===== src/rtl/incremental_weighted_mean_defines.svh =====
// Assertion macros shared by the incremental weighted mean RTL.
// Expects a clock named clk and an active-low reset named arst_n in scope.
`ifndef INCREMENTAL_WEIGHTED_MEAN_DEFINES_SVH
`define INCREMENTAL_WEIGHTED_MEAN_DEFINES_SVH

// Same-cycle implication, checked outside reset
`define IWM_ASSERT_NOW(lbl, ante, cons) \
	lbl: assert property (@(posedge clk) disable iff (!arst_n) (ante) |-> (cons)) \
		else $error("iwm: same-cycle check failed");

// Next-cycle implication, checked outside reset
`define IWM_ASSERT_NEXT(lbl, ante, cons) \
	lbl: assert property (@(posedge clk) disable iff (!arst_n) (ante) |=> (cons)) \
		else $error("iwm: next-cycle check failed");

`endif


===== src/rtl/iwm_pkg.sv =====
// Package for the incremental weighted mean block: payload types, widths,
// controller state encoding and the command/status structs. No dependencies.
`default_nettype none

package iwm_pkg;

	// quotient fraction bits of weight / sum
	localparam int QFB = 24;
	localparam int CNT_W = $clog2(QFB);
	localparam int W_W = 17;              // |weight| up to 32768
	localparam int PROD_W = QFB + 34;     // 33-bit diff times (QFB+1)-bit quotient
	localparam logic [W_W-1:0] UNIT_WEIGHT = W_W'(256);

	typedef struct packed {
		logic signed [31:0] sample;
		logic signed [15:0] weight;
		logic               last;
	} in_item_t;

	typedef struct packed {
		logic signed [31:0] mean;
		logic               status;
	} out_item_t;

	typedef enum logic [2:0] {
		ST_IDLE,
		ST_START,
		ST_DIV,
		ST_MUL,
		ST_UPD,
		ST_FIN
	} state_t;

	// controller to datapath
	typedef struct packed {
		logic load;       // latch incoming item
		logic seed;       // first weighted item seeds mean and sum
		logic start_div;  // update sum, start quotient
		logic div_step;   // one quotient bit
		logic mul;        // q * (sample - mean)
		logic upd;        // apply step to mean
		logic emit;       // load result register, clear set state
	} dp_cmd_t;

	// datapath to controller
	typedef struct packed {
		logic seeded;
		logic w_zero;
		logic last;
		logic div_done;
	} dp_stat_t;

endpackage

`default_nettype wire


===== src/rtl/incremental_weighted_mean.sv =====
// Incremental weighted mean of a set of Q16.16 samples with Q8.8 weights.
// Channels: src (sample, weight, last) and dst (mean, status) use valid and
// stall; a transfer happens when valid is high and stall is low. cfg is a
// valid/ready write port for the weight enable; ready is always high. The user
// makes writes only while the block is idle; the block itself does not enforce it.
// Flow: one item at a time. After a transfer, src stays stalled while the item
// passes ST_START and ST_FIN when it seeds or is skipped, and ST_START, the
// divider steps, ST_MUL, ST_UPD and ST_FIN once seeded; the restoring divider
// produces one quotient bit per cycle.
// A last item loads the result register in ST_FIN, after the update if there
// was one, once the register is free to take it.
// If dst stalls, the result is held; the next item is still accepted and
// processed, and only a following last item waits for the register to drain.
// Reset clears the mean, the weight sum, the seeded flag and the weight enable.
// Depends on iwm_pkg, iwm_ctrl, iwm_dp and the assertion macro header.
`default_nettype none
`include "incremental_weighted_mean_defines.svh"

module incremental_weighted_mean (
	input  wire                 clk,
	input  wire                 arst_n,
	input  wire                 cfg_valid,
	output logic                cfg_ready,
	input  wire                 cfg_data,
	input  wire                 src_valid,
	output logic                src_stall,
	input  iwm_pkg::in_item_t   src_item,
	output logic                dst_valid,
	input  wire                 dst_stall,
	output iwm_pkg::out_item_t  dst_item
);
	import iwm_pkg::*;

	dp_cmd_t  cmd;
	dp_stat_t stat;

	assign cfg_ready = 1'b1;

	iwm_ctrl u_ctrl (
		.clk       (clk),
		.arst_n    (arst_n),
		.src_valid (src_valid),
		.src_stall (src_stall),
		.dst_valid (dst_valid),
		.dst_stall (dst_stall),
		.stat      (stat),
		.cmd       (cmd)
	);

	iwm_dp u_dp (
		.clk      (clk),
		.arst_n   (arst_n),
		.cfg_wr   (cfg_valid && cfg_ready),
		.cfg_data (cfg_data),
		.src_item (src_item),
		.cmd      (cmd),
		.stat     (stat),
		.dst_item (dst_item)
	);

	// checks
	`IWM_ASSERT_NEXT(a_busy_after_transfer, src_valid && !src_stall, src_stall)
	`IWM_ASSERT_NOW(a_emit_slot_free, cmd.emit, !dst_valid || !dst_stall)
	`IWM_ASSERT_NOW(a_div_needs_seed, cmd.start_div || cmd.div_step, stat.seeded)
	`IWM_ASSERT_NOW(a_error_mean_zero, dst_valid && dst_item.status, dst_item.mean == 32'sd0)

endmodule

`default_nettype wire


===== src/rtl/iwm_ctrl.sv =====
// Controller of the incremental weighted mean: sequences one item at a time
// and owns the input stall and output valid. Depends on iwm_pkg.
`default_nettype none

module iwm_ctrl (
	input  wire                 clk,
	input  wire                 arst_n,
	input  wire                 src_valid,
	output logic                src_stall,
	output logic                dst_valid,
	input  wire                 dst_stall,
	input  iwm_pkg::dp_stat_t   stat,
	output iwm_pkg::dp_cmd_t    cmd
);
	import iwm_pkg::*;

	state_t state_q;
	state_t state_d;
	logic   out_valid_q;
	logic   slot_free;

	assign slot_free = !out_valid_q || !dst_stall;
	assign src_stall = (state_q != ST_IDLE);
	assign dst_valid = out_valid_q;

	// next state
	always_comb begin
		state_d = state_q;
		case (state_q)
			ST_IDLE: begin
				if (src_valid) state_d = ST_START;
			end
			ST_START: begin
				state_d = stat.seeded ? ST_DIV : ST_FIN;
			end
			ST_DIV: begin
				if (stat.div_done) state_d = ST_MUL;
			end
			ST_MUL: begin
				state_d = ST_UPD;
			end
			ST_UPD: begin
				state_d = ST_FIN;
			end
			ST_FIN: begin
				if (!stat.last || slot_free) state_d = ST_IDLE;
			end
			default: begin
				state_d = ST_IDLE;
			end
		endcase
	end

	// commands
	always_comb begin
		cmd = '0;
		case (state_q)
			ST_IDLE: begin
				cmd.load = src_valid;
			end
			ST_START: begin
				cmd.seed      = !stat.seeded && !stat.w_zero;
				cmd.start_div = stat.seeded;
			end
			ST_DIV: begin
				cmd.div_step = 1'b1;
			end
			ST_MUL: begin
				cmd.mul = 1'b1;
			end
			ST_UPD: begin
				cmd.upd = 1'b1;
			end
			ST_FIN: begin
				cmd.emit = stat.last && slot_free;
			end
			default: begin
				cmd = '0;
			end
		endcase
	end

	// state and result-valid registers
	always_ff @(posedge clk or negedge arst_n) begin
		if (!arst_n) begin
			state_q     <= ST_IDLE;
			out_valid_q <= 1'b0;
		end else begin
			state_q <= state_d;
			if (cmd.emit) begin
				out_valid_q <= 1'b1;
			end else if (!dst_stall) begin
				out_valid_q <= 1'b0;
			end
		end
	end

endmodule

`default_nettype wire


===== src/rtl/iwm_dp.sv =====
// Datapath of the incremental weighted mean: mean and weight sum registers,
// restoring divider, multiplier and result register. Depends on iwm_pkg.
`default_nettype none

module iwm_dp (
	input  wire                 clk,
	input  wire                 arst_n,
	input  wire                 cfg_wr,
	input  wire                 cfg_data,
	input  iwm_pkg::in_item_t   src_item,
	input  iwm_pkg::dp_cmd_t    cmd,
	output iwm_pkg::dp_stat_t   stat,
	output iwm_pkg::out_item_t  dst_item
);
	import iwm_pkg::*;

	logic                     weight_en_q;
	logic signed [31:0]       sample_q;
	logic [W_W-1:0]           w_q;
	logic                     last_q;
	logic signed [31:0]       mean_q;
	logic [31:0]              total_q;
	logic                     seeded_q;
	logic [31:0]              rem_q;
	logic [QFB-1:0]           quo_q;
	logic [CNT_W-1:0]         cnt_q;
	logic signed [PROD_W-1:0] prod_q;
	out_item_t                out_q;

	logic [W_W-1:0]           w_in;
	logic [32:0]              sum_ext;
	logic [31:0]              sum_sat;
	logic [32:0]              rem_dbl;
	logic                     quo_bit;
	logic [32:0]              rem_sub;
	logic signed [32:0]       diff;
	logic signed [PROD_W-1:0] prod_c;
	logic signed [PROD_W-1:0] step_full;

	// effective weight of the incoming item
	always_comb begin
		if (!weight_en_q) begin
			w_in = UNIT_WEIGHT;
		end else if (src_item.weight[15]) begin
			w_in = W_W'(17'h10000) - {1'b0, src_item.weight};
		end else begin
			w_in = {1'b0, src_item.weight};
		end
	end

	// saturating weight sum
	assign sum_ext = {1'b0, total_q} + 33'(w_q);
	assign sum_sat = sum_ext[32] ? 32'hFFFF_FFFF : sum_ext[31:0];

	// one restoring division step against the updated sum
	assign rem_dbl = {rem_q, 1'b0};
	assign quo_bit = (rem_dbl >= {1'b0, total_q});
	assign rem_sub = rem_dbl - {1'b0, total_q};

	// signed product q * (sample - mean); floor shift on update
	assign diff      = $signed({sample_q[31], sample_q}) - $signed({mean_q[31], mean_q});
	assign prod_c    = diff * $signed({1'b0, quo_q});
	assign step_full = prod_q >>> QFB;

	assign stat.seeded   = seeded_q;
	assign stat.w_zero   = (w_q == '0);
	assign stat.last     = last_q;
	assign stat.div_done = (cnt_q == CNT_W'(QFB - 1));
	assign dst_item      = out_q;

	// control-like state with reset
	always_ff @(posedge clk or negedge arst_n) begin
		if (!arst_n) begin
			weight_en_q <= 1'b0;
			last_q      <= 1'b0;
			mean_q      <= '0;
			total_q     <= '0;
			seeded_q    <= 1'b0;
		end else begin
			if (cfg_wr) weight_en_q <= cfg_data;
			if (cmd.load) last_q <= src_item.last;
			if (cmd.seed) begin
				mean_q   <= sample_q;
				total_q  <= 32'(w_q);
				seeded_q <= 1'b1;
			end
			if (cmd.start_div) total_q <= sum_sat;
			if (cmd.upd) mean_q <= mean_q + step_full[31:0];
			if (cmd.emit) begin
				mean_q   <= '0;
				total_q  <= '0;
				seeded_q <= 1'b0;
			end
		end
	end

	// payload and working registers
	always_ff @(posedge clk) begin
		if (cmd.load) begin
			sample_q <= src_item.sample;
			w_q      <= w_in;
		end
		if (cmd.start_div) begin
			rem_q <= 32'(w_q);
			quo_q <= '0;
			cnt_q <= '0;
		end
		if (cmd.div_step) begin
			rem_q <= quo_bit ? rem_sub[31:0] : rem_dbl[31:0];
			quo_q <= {quo_q[QFB-2:0], quo_bit};
			cnt_q <= cnt_q + CNT_W'(1);
		end
		if (cmd.mul) prod_q <= prod_c;
		if (cmd.emit) begin
			out_q.mean   <= seeded_q ? mean_q : 32'sd0;
			out_q.status <= !seeded_q;
		end
	end

endmodule

`default_nettype wire

===== config.mk =====
export PLATFORM = sky130hd
export DESIGN_NAME = incremental_weighted_mean
export DESIGN_NICKNAME = d
export VERILOG_FILES = /design/src/rtl/iwm_pkg.sv /design/src/rtl/incremental_weighted_mean.sv /design/src/rtl/iwm_ctrl.sv /design/src/rtl/iwm_dp.sv
export VERILOG_INCLUDE_DIRS = /design/src /design/src/rtl
export SDC_FILE = /design/constraint.sdc
export NUM_CORES = 2
export LEC_CHECK = 0
export BUFFER_PORTS_ARGS = -buffer_cell sky130_fd_sc_hd__buf_2
export CAP_MARGIN = 20
export CORE_MARGIN = 1.5
export CORE_UTILIZATION = 28
export DETAILED_ROUTE_END_ITERATION = 6
export GPL_TIMING_DRIVEN = 0
export PLACE_DENSITY = 0.4
export SYNTH_ARGS = -nofsm -noshare
export SYNTH_HDL_FRONTEND = slang
export SYNTH_HIERARCHICAL = 1
export SYNTH_SLANG_ARGS = --single-unit

===== constraint.sdc =====
create_clock -name clk -period 11.84 [get_ports clk]
set_input_delay 3.552 -clock clk [delete_from_list [all_inputs] [get_ports clk]]
set_output_delay 3.552 -clock clk [all_outputs]
set_load 0.03 [all_outputs]

==> qor.csv <==
stage,metric,value,unit
floorplanning,Die Outline Area,0.153,mm2
drt,number of optimization iterations in the first detailed-route pass,5,
sta,remaining max-slew budget at the tightest pin,17.9,%
logic_synthesis,top post-synthesis cells by area,"fa_1, edfxtp_1, inv_1, ha_1, and2_1",
setup_path,data required time at the worst endpoint,12.12,ns
clocking,clock latency on the worst-skew pair,0.56,ns
floorplanning,initial core utilization,28.2,%
drt,DRT Wirelength,155000,um
clocking,number of buffers added by the clock tree synthesis step,34,
drt,Remaining DRCs,0,
placement,GPL Wtd Cong,0.936,
job,number of violations of the max-capacitance limit,0,
logic_synthesis,number of distinct library cells after synthesis,81,
setup_path,Critical-path top delay cell,xnor2_1,
logic_synthesis,"EDFF count, synth",175,
sta,maximum operating frequency,87.4,MHz
clocking,number of H-tree levels,2,
placement,DP HPWL,129000,um
floorplanning,I/O pin cnt,91,
global_routing,global-route wire length before repair,229000,um
global_routing,Overall Global Routing Usage,20.6,%
logic_synthesis,share of synthesized area occupied by flip-flops and latches,16.7,%
global_routing,total congestion overflow after global routing,0,
logic_synthesis,total standard cell area after synthesis,0.0422,mm2
logic_synthesis,area fraction of the dominant cell type after synthesis,37.4,%
sta,Final Hold Violating Endpoints,0,
run_status,run status,"finished, final reports clean",
logic_synthesis,commonest cells in the netlist,"inv_1, fa_1, and2_1",
global_routing,number of global-route vias before repair,33100,
logic_synthesis,Post-synth top flop,edfxtp_1,
final_layout,fin nets,5696,
logic_synthesis,async set-reset flop share out of synthesis,28.9,%
logic_synthesis,register bit count reported by yosys,246,
clocking,CTS tree,done,
drt,detail-routed via count per cell,4.66,
sta,clock skew,0.0307,ns
sta,Worst Tran Pin Value,1.23,ns
logic_synthesis,"Avg Cell Area, Syn",9.53,um2
sta,final worst path period need,11.44,ns
global_routing,largest net degree at the start of global routing,54,
setup_path,Worst Setup Path Type,reg2reg,
setup_path,Critical Path Most Common Cell,fa_1,
clocking,clock net sink count,246,
sta,unrepaired setup endpoints after global routing,no,
final_layout,multi-input logic area,0.0312,mm2
drt,average wire per standard cell,23.4,um
logic_synthesis,Post-Synthesis Net Count,5543,
sta,number of max-slew violations in the final report,0,
setup_path,arrival time at the worst endpoint,11.72,ns
clocking,Bufs on Longest Clock Path,3,
drt,via count,30900,
final_layout,count of filler cells inserted in the layout,15900,
placement,count of input and output buffers,89,
floorplanning,Die Span X,391,um
setup_path,sort of element at the end of the critical path,flop,
floorplanning,Core Footprint,0.150,mm2
sta,fin crit share,96.6,%
setup_path,maximum net fanout on the critical path,10,
floorplanning,Vert. Die Dim,391,um
clocking,clk slew on worst S/H paths,0.06,ns
final_layout,share of cells above drive strength 1,5.40,%
drt,DRC violation total after the first TritonRoute iteration,2043,
setup_path,peak per-stage delay on the critical path,0.94,ns
final_layout,final cell utilization of the core,31.3,%
floorplanning,cell row count,142,
min_path,class of the most critical hold timing path,reg2reg,
setup_path,nature of the critical path startpoint,flop,
logic_synthesis,Post-Synthesis Cells,4431,
logic_synthesis,most used standard cell by instance count after synthesis,inv_1,
sta,final setup fails,0,
clocking,Root Buffer Master,clkbuf_16,
drt,number of nets still failing antenna checks after routing,0,
global_routing,initial antenna violation count,18,
logic_synthesis,largest area contributor in the netlist,fa_1,
final_layout,Layout area overhead,11.1,%
final_layout,area of all sequential standard cells,0.00703,mm2
logic_synthesis,count of synthesis-stage warnings from yosys,6,
sta,Sum Neg Setup Slack,0,ns
path summary, 6_finish.rpt:
kind / cells after the start / slack (ns) / end / from
min in group asynchronous: 1 / 2.90 / u_dp/total_q[23] / arst_n
max: 30 / 0.40 / u_dp/prod_q[41] / u_dp/sample_q[7]
max in group asynchronous: 2 / 8.31 / u_dp/mean_q[23] / arst_n
min reg2reg: 2 / 0.48 / u_dp/total_q[22] / u_dp/total_q[22]
min: 2 / 0.48 / u_dp/total_q[22] / u_dp/total_q[22]
max reg2reg: 30 / 0.40 / u_dp/prod_q[41] / u_dp/sample_q[7]
placed cells by master (no fill, tap or decap), types with 18 or more instances in the layout:
| cell | count |
|---|---|
| a211oi_1 | 58 |
| a21o_1 | 54 |
| a21oi_1 | 148 |
| and2_1 | 462 |
| buf_2 | 94 |
| buf_4 | 18 |
| clkbuf_1 | 171 |
| clkbuf_16 | 35 |
| dfrtp_1 | 71 |
| edfxtp_1 | 175 |
| fa_1 | 787 |
| ha_1 | 269 |
| inv_1 | 903 |
| mux2i_1 | 33 |
| nand2_1 | 450 |
| nand2b_1 | 30 |
| nand3_1 | 34 |
| nor2_1 | 152 |
| nor2b_1 | 46 |
| nor3_1 | 27 |
| o21a_1 | 31 |
| o21ai_0 | 93 |
| xnor2_1 | 109 |
| xor2_1 | 55 |
state kept, by name, summed over array words and instances, names as in the netlist:
signal / flops
u_dp/rem_q: 32
u_dp/prod_q: 32
u_dp/seeded_q: 1
u_dp/mean_q: 32
u_dp/sample_q: 32
u_dp/quo_q: 24
u_dp/weight_en_q: 1
u_dp/last_q: 1
u_dp/dst_item: 33
u_ctrl/dst_valid: 1
u_dp/cnt_q: 5
u_dp/total_q: 32
u_dp/w_q: 17
u_ctrl/state_q: 3
metrics by stage:
step / cells / hold slack [ns] / worst slack [ns] / area [um2]
after floorplan: 4431 / 0.449 / 2.30 / 42200
after global placement: 6536 / 0.472 / -1.92 / 45200
after CTS: 6621 / 0.486 / 0.00223 / 46800
after global routing: 6626 / 0.502 / 0.00967 / 46900
final: 6632 / 0.480 / 0.398 / 46900
after detailed placement: 6560 / 0.475 / -0.783 / 45600
critical path, delay by kind of cell, from the launching register on:
family | cells | cell delay [ns]
adders and majority gates | 9 | 4.39
AOI/OAI and AO/OA | 10 | 3.11
and+or+nand+nor | 5 | 1.21
xor gates and xnor gates | 2 | 1.03
buffers and inverters | 4 | 0.89
DFF | 1 | 0.52
logic make-up after synthesis:
| family | synth area share (%) |
|---|---|
| AO/OA/AOI/OAI | 8.32 |
| XOR/XNOR | 3.67 |
| adder cells (fa/ha/maj) | 45.3 |
| buffers and inverters | 9.85 |
| flip-flops | 16.7 |
| multiplexers | 0.862 |
| other | 0.0178 |
| AND/OR/NAND/NOR | 15.3 |
final cells by class:
cell class | count | area share, %
Buffer | 196 | 1.70
Multi-Input combinational cell | 3083 | 66.6
Clock inverter | 16 | 0.299
Inverter | 905 | 7.25
Timing Repair Buffer | 118 | 1.71
Sequential cell | 246 | 15.0
Antenna cell | 6 | 0.0320
Tap cell | 2016 | 5.38
Clock buffer | 46 | 2.06
metal layers:
layer	global-route usage (%)	wire length [um]	share of wire, %	vias to the layer above
li1	-	-	-	14000
met1	29.0	71100	46	16100
met2	33.9	72500	47	683
met3	2.61	8230	5.3	115
met4	4.00	3260	2.1	0
met5	0	0	0	-
timing repair:
| action | CTS | global route |
|---|---|---|
| pin swaps | 2 | 6 |
| resized for setup | 19 | 35 |
| endpoints found under the setup margin | 8 | 11 |
| gates cloned | 0 | 0 |
| setup buffers | 0 | 3 |
| hold buffers | 0 | 0 |
Power is left out: the tool's default activity adds up to more than one toggle a clock period on the data nets, which glitch-free logic cannot reach.
